$ cat src/design/assert_macros.svh
// Assertion macros shared by the receiver RTL.
// Depends on: a clk and an active-low rst_n in the including module.
`ifndef ASSERT_MACROS_SVH
`define ASSERT_MACROS_SVH

// Check a condition at every clock edge outside reset.
`define ASSERT_ALWAYS(label, prop, msg) \
    label: assert property (@(posedge clk) disable iff (!rst_n) (prop)) else $error(msg);

// Check a condition in the cycle after a trigger.
`define ASSERT_NEXT(label, trig, prop, msg) \
    label: assert property (@(posedge clk) disable iff (!rst_n) (trig) |=> (prop)) else $error(msg);

`endif

$ cat src/design/i2ctr_pkg.sv
// Package for the length-prefixed I2C target receiver: sizes, codes and shared types.
// Depends on nothing; used by every module of the block.
package i2ctr_pkg;

    localparam int MAX_LEN     = 32;
    localparam int ADDR_W      = $clog2(MAX_LEN);
    localparam int LEN_W       = 6;
    localparam int BYTE_W      = 8;
    localparam int OWN_ADDR_W  = 7;
    localparam int PADDR_W     = 3;
    localparam int PDATA_W     = 32;
    localparam int QUEUE_DEPTH = 2;
    localparam int QPTR_W      = 1;
    localparam int QCNT_W      = 2;

    localparam logic [OWN_ADDR_W-1:0] OWN_ADDR_RESET = 7'd8;
    localparam logic [LEN_W-1:0]      CNT_MAX        = 6'd63;
    localparam logic                  REG_OWN_ADDRESS = 1'b0;

    typedef enum logic [1:0] {
        OP_START    = 2'd0,
        OP_BYTE     = 2'd1,
        OP_ACK_DONE = 2'd2,
        OP_TIMEOUT  = 2'd3
    } op_t;

    typedef enum logic {
        JOB_STATUS = 1'b0,
        JOB_DONE   = 1'b1
    } job_kind_t;

    typedef struct packed {
        job_kind_t        kind;
        logic             sda;
        logic             rd;
        logic [LEN_W-1:0] len;
    } job_t;

    typedef struct packed {
        logic              en;
        logic [ADDR_W-1:0] addr;
        logic [BYTE_W-1:0] data;
    } store_wr_t;

endpackage

$ cat src/design/i2ctr_fifo.sv
// Two-entry queue of result jobs between the event front end and the result back end.
// Depends on i2ctr_pkg.
module i2ctr_fifo (
    input  logic              clk,
    input  logic              rst_n,
    input  logic              push,
    input  i2ctr_pkg::job_t   job_in,
    output logic              full,
    input  logic              pop,
    output logic              empty,
    output i2ctr_pkg::job_t   job_out
);

    i2ctr_pkg::job_t                    entry_reg [i2ctr_pkg::QUEUE_DEPTH];
    logic [i2ctr_pkg::QPTR_W-1:0]       wr_ptr_reg, wr_ptr_next;
    logic [i2ctr_pkg::QPTR_W-1:0]       rd_ptr_reg, rd_ptr_next;
    logic [i2ctr_pkg::QCNT_W-1:0]       count_reg, count_next;

    assign full    = (count_reg == i2ctr_pkg::QCNT_W'(i2ctr_pkg::QUEUE_DEPTH));
    assign empty   = (count_reg == '0);
    assign job_out = entry_reg[rd_ptr_reg];

    always_comb
    begin
        wr_ptr_next = wr_ptr_reg + (push ? 1'b1 : 1'b0);
        rd_ptr_next = rd_ptr_reg + (pop ? 1'b1 : 1'b0);
        count_next  = count_reg;
        if (push && !pop)
        begin
            count_next = count_reg + 1'b1;
        end
        else if (pop && !push)
        begin
            count_next = count_reg - 1'b1;
        end
    end

    always_ff @(posedge clk or negedge rst_n)
    begin
        if (!rst_n)
        begin
            wr_ptr_reg <= '0;
            rd_ptr_reg <= '0;
            count_reg  <= '0;
        end
        else
        begin
            wr_ptr_reg <= wr_ptr_next;
            rd_ptr_reg <= rd_ptr_next;
            count_reg  <= count_next;
        end
    end

    always_ff @(posedge clk)
    begin
        if (push)
        begin
            entry_reg[wr_ptr_reg] <= job_in;
        end
    end

endmodule

$ cat src/design/i2ctr_front.sv
// Front end: accepts bus events, runs the byte-level phase machine and fills the payload store.
// Depends on i2ctr_pkg; feeds i2ctr_fifo and the store port of i2ctr_back.
module i2ctr_front (
    input  logic                                  clk,
    input  logic                                  rst_n,
    input  logic                                  in_valid,
    output logic                                  in_ready,
    input  logic [1:0]                            opcode,
    input  logic [i2ctr_pkg::BYTE_W-1:0]          data_byte,
    input  logic [i2ctr_pkg::OWN_ADDR_W-1:0]      own_address,
    input  logic                                  q_full,
    output logic                                  q_push,
    output i2ctr_pkg::job_t                       q_job,
    output i2ctr_pkg::store_wr_t                  store_wr,
    input  logic                                  run_end
);

    typedef enum logic [5:0] {
        PH_IDLE       = 6'b000001,
        PH_ADDR       = 6'b000010,
        PH_W_ADDR_ACK = 6'b000100,
        PH_W_BYTE     = 6'b001000,
        PH_W_BYTE_ACK = 6'b010000,
        PH_R_ADDR_ACK = 6'b100000
    } phase_t;

    phase_t                            phase_reg, phase_next;
    logic [i2ctr_pkg::LEN_W-1:0]       decl_len_reg, decl_len_next;
    logic [i2ctr_pkg::LEN_W-1:0]       byte_cnt_reg, byte_cnt_next;
    logic                              pend_reg, pend_next;
    logic                              accept;
    logic                              rd;
    logic                              complete;
    i2ctr_pkg::op_t                    op;

    assign op       = i2ctr_pkg::op_t'(opcode);
    assign in_ready = !q_full && !pend_reg;
    assign accept   = in_valid && in_ready;
    assign q_push   = accept;

    always_comb
    begin
        phase_next    = phase_reg;
        decl_len_next = decl_len_reg;
        byte_cnt_next = byte_cnt_reg;
        rd            = 1'b0;
        complete      = 1'b0;
        store_wr      = '0;

        unique case (op)
            i2ctr_pkg::OP_START:
            begin
                phase_next = PH_ADDR;
            end
            i2ctr_pkg::OP_TIMEOUT:
            begin
                phase_next = PH_IDLE;
            end
            i2ctr_pkg::OP_BYTE:
            begin
                unique case (phase_reg)
                    PH_ADDR:
                    begin
                        if (data_byte[i2ctr_pkg::BYTE_W-1:1] == own_address)
                        begin
                            byte_cnt_next = '0;
                            if (data_byte[0])
                            begin
                                phase_next = PH_R_ADDR_ACK;
                                rd         = 1'b1;
                            end
                            else
                            begin
                                phase_next = PH_W_ADDR_ACK;
                            end
                        end
                        else
                        begin
                            phase_next = PH_IDLE;
                        end
                    end
                    PH_W_BYTE:
                    begin
                        if (byte_cnt_reg == '0)
                        begin
                            if (data_byte > i2ctr_pkg::BYTE_W'(i2ctr_pkg::MAX_LEN))
                            begin
                                decl_len_next = i2ctr_pkg::LEN_W'(i2ctr_pkg::MAX_LEN);
                            end
                            else
                            begin
                                decl_len_next = data_byte[i2ctr_pkg::LEN_W-1:0];
                            end
                        end
                        else if (byte_cnt_reg <= i2ctr_pkg::LEN_W'(i2ctr_pkg::MAX_LEN))
                        begin
                            store_wr.en   = accept;
                            store_wr.addr = i2ctr_pkg::ADDR_W'(byte_cnt_reg - 1'b1);
                            store_wr.data = data_byte;
                        end
                        if (byte_cnt_reg != i2ctr_pkg::CNT_MAX)
                        begin
                            byte_cnt_next = byte_cnt_reg + 1'b1;
                        end
                        phase_next = PH_W_BYTE_ACK;
                    end
                    PH_IDLE, PH_W_ADDR_ACK, PH_W_BYTE_ACK, PH_R_ADDR_ACK:
                    begin
                        phase_next = phase_reg;
                    end
                    default:
                    begin
                        phase_next = PH_IDLE;
                    end
                endcase
            end
            i2ctr_pkg::OP_ACK_DONE:
            begin
                unique case (phase_reg)
                    PH_W_ADDR_ACK:
                    begin
                        phase_next = PH_W_BYTE;
                    end
                    PH_R_ADDR_ACK:
                    begin
                        phase_next = PH_IDLE;
                    end
                    PH_W_BYTE_ACK:
                    begin
                        if (byte_cnt_reg == '0 || byte_cnt_reg <= decl_len_reg)
                        begin
                            phase_next = PH_W_BYTE;
                        end
                        else
                        begin
                            phase_next = PH_IDLE;
                            complete   = 1'b1;
                        end
                    end
                    PH_IDLE, PH_ADDR, PH_W_BYTE:
                    begin
                        phase_next = phase_reg;
                    end
                    default:
                    begin
                        phase_next = PH_IDLE;
                    end
                endcase
            end
            default:
            begin
                phase_next = PH_IDLE;
            end
        endcase
    end

    always_comb
    begin
        q_job.kind = complete ? i2ctr_pkg::JOB_DONE : i2ctr_pkg::JOB_STATUS;
        q_job.sda  = (phase_next == PH_W_ADDR_ACK) || (phase_next == PH_W_BYTE_ACK) ||
                     (phase_next == PH_R_ADDR_ACK);
        q_job.rd   = rd;
        q_job.len  = decl_len_reg;

        pend_next = pend_reg;
        if (accept && complete && (decl_len_reg != '0))
        begin
            pend_next = 1'b1;
        end
        else if (run_end)
        begin
            pend_next = 1'b0;
        end
    end

    always_ff @(posedge clk or negedge rst_n)
    begin
        if (!rst_n)
        begin
            phase_reg    <= PH_IDLE;
            decl_len_reg <= '0;
            byte_cnt_reg <= '0;
            pend_reg     <= 1'b0;
        end
        else
        begin
            pend_reg <= pend_next;
            if (accept)
            begin
                phase_reg    <= phase_next;
                decl_len_reg <= decl_len_next;
                byte_cnt_reg <= byte_cnt_next;
            end
        end
    end

endmodule

$ cat src/design/i2ctr_back.sv
// Back end: holds the payload store, plays queued jobs out and drives the result register.
// Depends on i2ctr_pkg and assert_macros.svh; fed by i2ctr_fifo and i2ctr_front.
`include "assert_macros.svh"

module i2ctr_back (
    input  logic                             clk,
    input  logic                             rst_n,
    input  logic                             q_empty,
    input  i2ctr_pkg::job_t                  q_job,
    output logic                             q_pop,
    input  i2ctr_pkg::store_wr_t             store_wr,
    output logic                             run_end,
    output logic                             out_valid,
    input  logic                             out_ready,
    output logic                             sda_hold_low,
    output logic                             read_requested,
    output logic                             payload_valid,
    output logic [i2ctr_pkg::BYTE_W-1:0]     payload_byte,
    output logic                             message_done,
    output logic [i2ctr_pkg::LEN_W-1:0]      message_length
);

    typedef enum logic [2:0] {
        BK_IDLE = 3'b001,
        BK_READ = 3'b010,
        BK_EMIT = 3'b100
    } bk_state_t;

    logic [i2ctr_pkg::BYTE_W-1:0]  store_mem [i2ctr_pkg::MAX_LEN];

    bk_state_t                     state_reg, state_next;
    logic [i2ctr_pkg::LEN_W-1:0]   idx_reg, idx_next;
    logic [i2ctr_pkg::LEN_W-1:0]   len_reg, len_next;
    logic [i2ctr_pkg::BYTE_W-1:0]  rdata_reg;
    logic                          out_valid_reg, out_valid_next;
    logic                          out_sda_reg, out_rd_reg, out_pv_reg, out_done_reg;
    logic [i2ctr_pkg::BYTE_W-1:0]  out_byte_reg;
    logic [i2ctr_pkg::LEN_W-1:0]   out_len_reg;

    logic                          free;
    logic                          last;
    logic                          load;
    logic                          ld_sda, ld_rd, ld_pv, ld_done;
    logic [i2ctr_pkg::BYTE_W-1:0]  ld_byte;
    logic [i2ctr_pkg::LEN_W-1:0]   ld_len;

    assign free = !out_valid_reg || out_ready;
    assign last = ((idx_reg + 1'b1) == len_reg);

    always_comb
    begin
        state_next = state_reg;
        idx_next   = idx_reg;
        len_next   = len_reg;
        q_pop      = 1'b0;
        run_end    = 1'b0;
        load       = 1'b0;
        ld_sda     = 1'b0;
        ld_rd      = 1'b0;
        ld_pv      = 1'b0;
        ld_done    = 1'b0;
        ld_byte    = '0;
        ld_len     = '0;

        unique case (state_reg)
            BK_IDLE:
            begin
                if (!q_empty && free)
                begin
                    q_pop = 1'b1;
                    if (q_job.kind == i2ctr_pkg::JOB_STATUS)
                    begin
                        load   = 1'b1;
                        ld_sda = q_job.sda;
                        ld_rd  = q_job.rd;
                    end
                    else if (q_job.len == '0)
                    begin
                        load    = 1'b1;
                        ld_done = 1'b1;
                    end
                    else
                    begin
                        len_next   = q_job.len;
                        idx_next   = '0;
                        state_next = BK_READ;
                    end
                end
            end
            BK_READ:
            begin
                state_next = BK_EMIT;
            end
            BK_EMIT:
            begin
                if (free)
                begin
                    load    = 1'b1;
                    ld_pv   = 1'b1;
                    ld_byte = rdata_reg;
                    ld_done = last;
                    ld_len  = len_reg;
                    if (last)
                    begin
                        run_end    = 1'b1;
                        state_next = BK_IDLE;
                    end
                    else
                    begin
                        idx_next   = idx_reg + 1'b1;
                        state_next = BK_READ;
                    end
                end
            end
            default:
            begin
                state_next = BK_IDLE;
            end
        endcase

        out_valid_next = out_valid_reg && !out_ready;
        if (load)
        begin
            out_valid_next = 1'b1;
        end
    end

    always_ff @(posedge clk or negedge rst_n)
    begin
        if (!rst_n)
        begin
            state_reg     <= BK_IDLE;
            out_valid_reg <= 1'b0;
        end
        else
        begin
            state_reg     <= state_next;
            out_valid_reg <= out_valid_next;
        end
    end

    always_ff @(posedge clk)
    begin
        idx_reg <= idx_next;
        len_reg <= len_next;
        if (load)
        begin
            out_sda_reg  <= ld_sda;
            out_rd_reg   <= ld_rd;
            out_pv_reg   <= ld_pv;
            out_byte_reg <= ld_byte;
            out_done_reg <= ld_done;
            out_len_reg  <= ld_len;
        end
    end

    always_ff @(posedge clk)
    begin
        if (store_wr.en)
        begin
            store_mem[store_wr.addr] <= store_wr.data;
        end
    end

    always_ff @(posedge clk)
    begin
        if (state_reg == BK_READ)
        begin
            rdata_reg <= store_mem[idx_reg[i2ctr_pkg::ADDR_W-1:0]];
        end
    end

    assign out_valid      = out_valid_reg;
    assign sda_hold_low   = out_sda_reg;
    assign read_requested = out_rd_reg;
    assign payload_valid  = out_pv_reg;
    assign payload_byte   = out_byte_reg;
    assign message_done   = out_done_reg;
    assign message_length = out_len_reg;

    `ASSERT_ALWAYS(a_payload_has_len,
        !(out_valid_reg && out_pv_reg) || ((out_len_reg != '0) && !out_sda_reg),
        "payload result without length or with SDA held")
    `ASSERT_ALWAYS(a_emit_in_range,
        (state_reg != BK_EMIT) || (idx_reg < len_reg),
        "payload index past message length")
    `ASSERT_NEXT(a_run_end_idle, run_end,
        (state_reg == BK_IDLE) && out_valid_reg && out_done_reg,
        "message run did not finish with a done result")

endmodule

$ cat src/design/i2c_target_length_prefixed_receiver_unit.sv
// Top level of the receive-only I2C target with length-prefixed messages.
// Depends on i2ctr_pkg, i2ctr_fifo, i2ctr_front and i2ctr_back.
//
// Input channel (in_valid/in_ready): one bus event per transaction, opcode
// plus the shifted-in data_byte. Output channel (out_valid/out_ready): one
// result per transaction. Each event but a message's completing one gives a
// status result: queued on acceptance, then loaded when the output is free;
// back-to-back events are taken one per cycle while the two-entry job queue
// and the output register drain. A completed message of n bytes gives n
// results, each a store read then a result load, the last marked message_done;
// a zero length gives one done result. While such a run plays out, in_ready
// stays low, since the payload store is shared with the next message.
// Output stall: the result register holds, the job queue fills, then in_ready
// drops; nothing is lost. Reset clears phase, counters, queue and output valid;
// own_address returns to 8. The store needs no clearing pass.
// APB register 0 (byte address 0): own_address in bits 6:0.
module i2c_target_length_prefixed_receiver_unit (
    input  logic                                  clk,
    input  logic                                  rst_n,
    input  logic                                  psel,
    input  logic                                  penable,
    input  logic                                  pwrite,
    input  logic [i2ctr_pkg::PADDR_W-1:0]         paddr,
    input  logic [i2ctr_pkg::PDATA_W-1:0]         pwdata,
    output logic [i2ctr_pkg::PDATA_W-1:0]         prdata,
    output logic                                  pready,
    input  logic                                  in_valid,
    output logic                                  in_ready,
    input  logic [1:0]                            opcode,
    input  logic [i2ctr_pkg::BYTE_W-1:0]          data_byte,
    output logic                                  out_valid,
    input  logic                                  out_ready,
    output logic                                  sda_hold_low,
    output logic                                  read_requested,
    output logic                                  payload_valid,
    output logic [i2ctr_pkg::BYTE_W-1:0]          payload_byte,
    output logic                                  message_done,
    output logic [i2ctr_pkg::LEN_W-1:0]           message_length
);

    logic [i2ctr_pkg::OWN_ADDR_W-1:0]  own_addr_reg;
    logic                              reg_sel;
    logic                              q_full;
    logic                              q_empty;
    logic                              q_push;
    logic                              q_pop;
    logic                              run_end;
    i2ctr_pkg::job_t                   push_job;
    i2ctr_pkg::job_t                   head_job;
    i2ctr_pkg::store_wr_t              store_wr;

    assign pready  = 1'b1;
    assign reg_sel = (paddr[2] == i2ctr_pkg::REG_OWN_ADDRESS);
    assign prdata  = reg_sel ? i2ctr_pkg::PDATA_W'(own_addr_reg) : '0;

    always_ff @(posedge clk or negedge rst_n)
    begin
        if (!rst_n)
        begin
            own_addr_reg <= i2ctr_pkg::OWN_ADDR_RESET;
        end
        else if (psel && penable && pwrite && pready && reg_sel)
        begin
            own_addr_reg <= pwdata[i2ctr_pkg::OWN_ADDR_W-1:0];
        end
    end

    i2ctr_front u_front (
        .clk         (clk),
        .rst_n       (rst_n),
        .in_valid    (in_valid),
        .in_ready    (in_ready),
        .opcode      (opcode),
        .data_byte   (data_byte),
        .own_address (own_addr_reg),
        .q_full      (q_full),
        .q_push      (q_push),
        .q_job       (push_job),
        .store_wr    (store_wr),
        .run_end     (run_end)
    );

    i2ctr_fifo u_fifo (
        .clk     (clk),
        .rst_n   (rst_n),
        .push    (q_push),
        .job_in  (push_job),
        .full    (q_full),
        .pop     (q_pop),
        .empty   (q_empty),
        .job_out (head_job)
    );

    i2ctr_back u_back (
        .clk            (clk),
        .rst_n          (rst_n),
        .q_empty        (q_empty),
        .q_job          (head_job),
        .q_pop          (q_pop),
        .store_wr       (store_wr),
        .run_end        (run_end),
        .out_valid      (out_valid),
        .out_ready      (out_ready),
        .sda_hold_low   (sda_hold_low),
        .read_requested (read_requested),
        .payload_valid  (payload_valid),
        .payload_byte   (payload_byte),
        .message_done   (message_done),
        .message_length (message_length)
    );

endmodule
$ cat config.mk
export PLATFORM = sky130hd
export DESIGN_NAME = i2c_target_length_prefixed_receiver_unit
export DESIGN_NICKNAME = d
export VERILOG_FILES = /design/src/design/i2ctr_pkg.sv /design/src/design/i2ctr_fifo.sv /design/src/design/i2ctr_front.sv /design/src/design/i2ctr_back.sv /design/src/design/i2c_target_length_prefixed_receiver_unit.sv
export VERILOG_INCLUDE_DIRS = /design/src /design/src/design
export SDC_FILE = /design/constraint.sdc
export NUM_CORES = 1
export LEC_CHECK = 0
export BUFFER_PORTS_ARGS = -buffer_cell sky130_fd_sc_hd__buf_4
export CAP_MARGIN = 30
export CORE_AREA = 4 4 248 250
export CTS_CLUSTER_SIZE = 10
export DETAILED_ROUTE_END_ITERATION = 6
export DIE_AREA = 0 0 252 254
export GPL_TIMING_DRIVEN = 0
export PLACE_DENSITY_LB_ADDON = 0.1
export SYNTH_ARGS = -nofsm -noshare
export SYNTH_HDL_FRONTEND = slang
export SYNTH_SLANG_ARGS = --single-unit
$ cat constraint.sdc
create_clock -name clk -period 3.1 [get_ports clk]
set_clock_uncertainty 0.15 [all_clocks]
set_input_delay 0.31 -clock clk [delete_from_list [all_inputs] [get_ports clk]]
set_output_delay 0.31 -clock clk [all_outputs]
set_load 0.02 [all_outputs]
==> results of run 1 <==
## synthesized netlist by cell type (4+ instances only)
cell,n,share of area
nand3_1,14,0.0048
nand2_1,19,0.0049
buf_4,31,0.016
inv_1,16,0.0041
o21ai_0,24,0.0082
a21oi_1,8,0.0027
ha_1,12,0.010
nor2b_1,14,0.0060
and2_1,22,0.0094
edfxtp_1,312,0.64
xnor2_1,17,0.010
mux2_2,20,0.015
nand2b_1,9,0.0038
dfrtp_1,31,0.053
a22o_1,9,0.0054
mux2i_1,9,0.0061
nand4_1,10,0.0043
clkbuf_1,14,0.0036
mux4_2,75,0.12
nor4_1,6,0.0026
buf_6,4,0.0031
a31oi_1,5,0.0021
nor2_1,56,0.014
buf_2,10,0.0034
and3_1,11,0.0047
nor3_1,5,0.0017
xor2_1,8,0.0048
## layout by cell type (no fill, tap or decap), types with 12 or more instances in the layout
cell type,n
nor2_1,24
inv_1,14
nand3_1,13
buf_2,12
clkbuf_16,42
clkbuf_1,24
dlygate4sd3_1,23
dfrtp_1,29
nor2b_1,14
nand2_1,19
mux2_2,20
nor2_4,25
nor2_2,12
mux4_2,75
o21ai_0,23
conb_1,26
buf_4,102
edfxtp_1,312
and2_1,17
xnor2_1,17
## metrics by stage
step	setup TNS, ps	total power [mW]	util	instances	hold slack, ps
detailed placement	-213680	7.82	0.276	1692	170
global route	0	12.7	0.310	1814	132
global placement	-379480	7.82	0.273	1682	167
floorplan	0	7.04	-	858	-136
CTS	0	12.3	0.310	1814	74.3
finish	0	12.1	0.310	1814	115
## what timing repair did
item / CTS / global route
resized for setup: 69 / 9
pin swaps: 20 / 2
hold buffers: 23 / 0
endpoints found under the hold margin: 51 / 0
endpoints found under the setup margin: 487 / 294
buffers inserted: 30 / 0
## logic make-up (layout without fill, tap and decap cells)
logic type / Yosys count / count (layout) / share of synthesized area
other: 2 / 26 / 0.000512
muxes: 104 / 104 / 0.137
adders and majority gates: 13 / 13 / 0.0110
xor gates and xnor gates: 27 / 27 / 0.0183
and+or+nand+nor: 187 / 187 / 0.0692
DFF: 346 / 346 / 0.697
AOI/OAI and AO/OA: 76 / 76 / 0.0366
buffers and inverters: 79 / 262 / 0.0310
## power groups by stage
stage	clock network [mW]	logic [mW]	registers, mW
floorplan	0	1.32	5.72
global placement	0	2.16	5.66
detailed placement	0	2.17	5.65
CTS	4.55	2.21	5.56
global route	4.76	2.36	5.59
finish	4.38	2.15	5.56
## worst max-delay path, delay by kind of cell, from the launching register on
family / cells / cell delay, ps
xor gates and xnor gates: 1 / 140
buffers and inverters: 4 / 510
and+or+nand+nor: 5 / 1310
DFF: 1 / 440
adders and majority gates: 1 / 150
## layer usage
layer | part of all wire | GRT usage | vias to the layer above
li1 | - | - | 3608
met1 | 0.47 | 0.167 | 4048
met2 | 0.48 | 0.198 | 132
met3 | 0.035 | 0.0248 | 50
met4 | 0.017 | 0.0271 | 0
met5 | 0 | 0 | -
## final timing paths
path | from | to | slack (ps)
max | u_front.byte_cnt_reg[0] | u_back.store_mem[24][3] | 100
min | opcode[1] | u_front.phase_reg[0] | 110
max reg2reg | u_front.byte_cnt_reg[0] | u_back.store_mem[24][3] | 100
min reg2reg | u_front.decl_len_reg[5] | u_fifo.entry_reg[1][5] | 340
max in group asynchronous | rst_n | u_front.byte_cnt_reg[1] | 2310
min in group asynchronous | rst_n | u_back.state_reg[2] | 120
## area by class of cell
| type | count | area (sq um) |
|---|---|---|
| well taps | 773 | 967 |
| clock inverters | 9 | 61.3 |
| clock buffers | 60 | 1130 |
| plain buffers | 61 | 397 |
| multi-input cells | 433 | 4330 |
| inverters | 18 | 67.6 |
| repair buffers | 114 | 1130 |
| fillers | 5815 | 40700 |
| flip-flops and latches | 346 | 10200 |
==> impl_metrics.json, run 1 <==
{
  "maxCapViolations": 0,
  "hold_viol_final": 0,
  "ioPinCount": 105,
  "dp_slack_ps": -866,
  "drv_slew": 0,
  "clock_path_buffers": 3,
  "tightest_slew_ps": 954,
  "setup_viol": 0,
  "grt_overflow": 0,
  "synth_cells": 834,
  "setup_slack_ps": 96.7,
  "grt.total_usage": 0.121,
  "grt_pass1_wl_microns": 57200,
  "drt_iter0_markers": 482,
  "critPathKind": "reg -> reg",
  "grt_max_degree": 35,
  "hold_class": "in -> reg",
  "async_reset_ff_frac": 0.0983,
  "hold_depth": 5,
  "crit_top_cell": "buf_6",
  "final_net_count": 1080,
  "clk_pin_slew_ps": 60,
  "antennaDiodeCount": 0,
  "switching_power_mw": 3.29,
  "syn_area_sq_um": 14700,
  "end_kind": "flop",
  "die_h_microns": 254,
  "status": "finished clean",
  "ys_ff_latch": 346,
  "synthFlopType": "edfxtp_1",
  "cp_slowest_cell": "or4b_4",
  "worstPathCellList": "inv_2, ha_4, or4b_4, buf_6, xor2_4, and3_4, buf_6, and2_4, nand4_4, nor2_4, buf_12",
  "cts_tree": "yes",
  "layout_min_cycle_time_ps": 3000,
  "largest_reg_flops": 256,
  "detail-route-antenna-nets": 0,
  "dpl_cell_area_sq_um": 16300,
  "ff2ff_path_depth": 11,
  "htreeDepth": 2,
  "seq_area_frac_synth": 0.697,
  "max_slew_margin": 0.364,
  "rsz0062_at_grt": "false",
  "power.internal_mw": 8.80,
  "grt_pass1_vias": 8460,
  "cp_data_required_time_ps": 3220,
  "antenna_found_initial": 0,
  "row_count": 89,
  "drc": 0,
  "drt-total-wl_microns": 38400,
  "wl_per_cell_microns": 21.2,
  "dp_hpwl_microns": 26300,
  "gp_congestion": 0.740,
  "vias_per_cell": 4.32,
  "drtPass1Iterations": 5,
  "power_frac_comb": 0.178,
  "die_x_microns": 252,
  "clock_sinks": 346,
  "num_vias": 7838,
  "die_area_sq_um": 64000,
  "insertion_delay_ps": 560,
  "slowest_delay_ps": 460,
  "period_share": 0.969,
  "synth_edf_count": 312,
  "fin_area_sq_um": 18300,
  "netSwitchingFraction": 0.272,
  "cp.arrival_ps": 3130,
  "p_leak_nw": 6.72,
  "ir_drop_mv": 0.426,
  "pwr-share-clk": 0.362,
  "cp_max_fo": 9,
  "drive_gt1_frac": 0.342,
  "numCtsBuffers": 42,
  "fmax_mhz": 333,
  "crit_path_start_kind": "flop",
  "p_seq_frac": 0.460,
  "core_area_sq_um": 59000,
  "postSynthAreaPerCell_sq_um": 17.6,
  "power.density_nw_per_um2": 660,
  "area_growth_pct": 24.8,
  "cts-root-buf": "clkbuf_16",
  "io_buffers": 51,
  "ys_types": 68,
  "start_util": 0.249,
  "yosys_warnings": 0
}
Note: power is estimated with default switching activity, not from simulation.
==> inputs of run 2 (changes only) <==
Settings changed: BUFFER_PORTS_ARGS -buffer_cell sky130_fd_sc_hd__buf_4 to -buffer_cell sky130_fd_sc_hd__buf_2.
==> impl_metrics.json, run 2 (synthesis gave the netlist of run 1 again) <==
{
  "dp_hpwl_microns": 26600,
  "area_growth_pct": 24.6,
  "io_buffers": 51,
  "critPathKind": "reg -> reg",
  "fmax_mhz": 333,
  "status": "finished clean",
  "dp_slack_ps": -869,
  "grt.total_usage": 0.122,
  "clk_pin_slew_ps": 60,
  "most-common-layout-cells": "edfxtp_1 (312), mux4_2 (75), buf_2 (63)",
  "fin_setup_tns_ps": 0,
  "setup_slack_ps": 94.2,
  "cp_max_fo": 8,
  "gp_congestion": 0.721,
  "hold_viol_final": 0,
  "tightest_slew_ps": 884,
  "cp_data_required_time_ps": 3220,
  "grt_pass1_wl_microns": 57200,
  "drc": 0,
  "die_x_microns": 252,
  "clock_sinks": 346,
  "row_count": 89,
  "p_total_mw": 12.1,
  "regArea_sq_um": 10200,
  "multi_input_area_sq_um": 4350,
  "ioPinCount": 105,
  "met2WireLength_microns": 18300,
  "timing.hold.ws_ps": 52.2,
  "drt_iter0_markers": 520,
  "cp.arrival_ps": 3130,
  "hold_class": "in -> reg",
  "antennaDiodeCount": 0,
  "power.density_nw_per_um2": 663,
  "die_h_microns": 254,
  "start_util": 0.249,
  "place_inst": 1691,
  "slowest_delay_ps": 550,
  "layout_commonest_cell": "edfxtp_1",
  "n_fill_cell": 5797,
  "cp_slowest_cell": "or4b_4",
  "route.met3.wl_microns": 1050,
  "period_share": 0.970,
  "cts-root-buf": "clkbuf_16",
  "highest_layer": "met4",
  "detail-route-antenna-nets": 0,
  "grt_max_degree": 35,
  "largest_reg_flops": 256,
  "worstPathCellList": "inv_2, ha_4, or4b_4, maj3_2, nor2_2, nand3_1, nor2_4, buf_12",
  "final_net_count": 1084,
  "clock_path_buffers": 3,
  "vias_per_cell": 4.34,
  "wl_per_cell_microns": 21.3,
  "final_cells": 1818,
  "max_slew_margin": 0.410,
  "rsz0062_at_grt": "false",
  "drtPass1Iterations": 5,
  "p_leak_nw": 6.72,
  "maxCapViolations": 0,
  "die_area_sq_um": 64000,
  "grt_pass1_vias": 8455,
  "crit_path_start_kind": "flop",
  "cts_tree": "yes",
  "drv_slew": 0,
  "antenna_found_initial": 0,
  "drt-total-wl_microns": 38700,
  "htreeDepth": 2,
  "end_kind": "flop",
  "insertion_delay_ps": 570,
  "num_vias": 7887,
  "numCtsBuffers": 43,
  "layout_min_cycle_time_ps": 3010,
  "setup_viol": 0,
  "grt_overflow": 0,
  "drive_gt1_frac": 0.347,
  "drt-met1-wl_microns": 18300,
  "core_area_sq_um": 59000,
  "ir_drop_mv": 0.354
}
[run 2: cell count changes in the layout (fill, tap and decap cells not counted), sizes merged]
cell         before  now
buf             138  143
clkbuf           74   73
clkinv            7   11
dlygate4sd3      23   21
inv              19   18
clkinvlp          1    0
[run 2: stage by stage]
| step | area [sq um] | util |
|---|---|---|
| global placement | 16000 | 0.271 |
| CTS | 18200 | 0.309 |
| detailed placement | 16100 | 0.273 |
| global route | 18300 | 0.310 |
| floorplan | 14800 | - |
| finish | 18300 | 0.310 |
[run 2: final timing paths]
path / from / to / slack, ps / cells past startpoint
max: u_front.byte_cnt_reg[0] / u_back.store_mem[20][3] / 90 / 8
min: data_byte[7] / u_front.decl_len_reg[0] / 50 / 3
max reg2reg: u_front.byte_cnt_reg[0] / u_back.store_mem[20][3] / 90 / 8
min reg2reg: u_front.decl_len_reg[5] / u_fifo.entry_reg[1][5] / 340 / 0
max in group asynchronous: rst_n / u_front.byte_cnt_reg[1] / 1900 / 2
min in group asynchronous: rst_n / u_front.phase_reg[1] / 260 / 2
[run 2: layout make-up]
cell class                      count  area share
Clock buffer                       59      0.0633
Timing Repair Buffer              118      0.0581
Buffer                             60      0.0211
Multi-Input combinational cell    433       0.238
Clock inverter                     11     0.00356
Inverter                           18     0.00370
Tap cell                          773      0.0529
Sequential cell                   346       0.559
[run 2: critical path, delay by kind of cell (launching register included)]
family        cells  cell delay (ps)
fa+ha+maj         2              490
buf+inv           2              240
flops             1              430
simple gates      4             1390
[run 2: routing by layer]
metal	up-vias	GRT usage
met5	-	0
met4	0	0.0410
met1	4103	0.166
met3	56	0.0202
li1	3619	-
met2	109	0.199
[run 2: power breakdown]
| group | switching, mW | internal [mW] | total (mW) |
|---|---|---|---|
| Clock | 1.88 | 2.59 | 4.47 |
| Combinational | 1.27 | 0.834 | 2.10 |
| Sequential | 0.150 | 5.39 | 5.54 |
| Total | 3.30 | 8.82 | 12.1 |
[run 2: timing repair]
item / in CTS / in global routing
buffers inserted: 33 / 3
setup endpoints to repair: 487 / 235
endpoints found under the hold margin: 47 / 0
pin swaps: 21 / 2
hold buffers: 21 / 0
gates resized for setup: 77 / 6
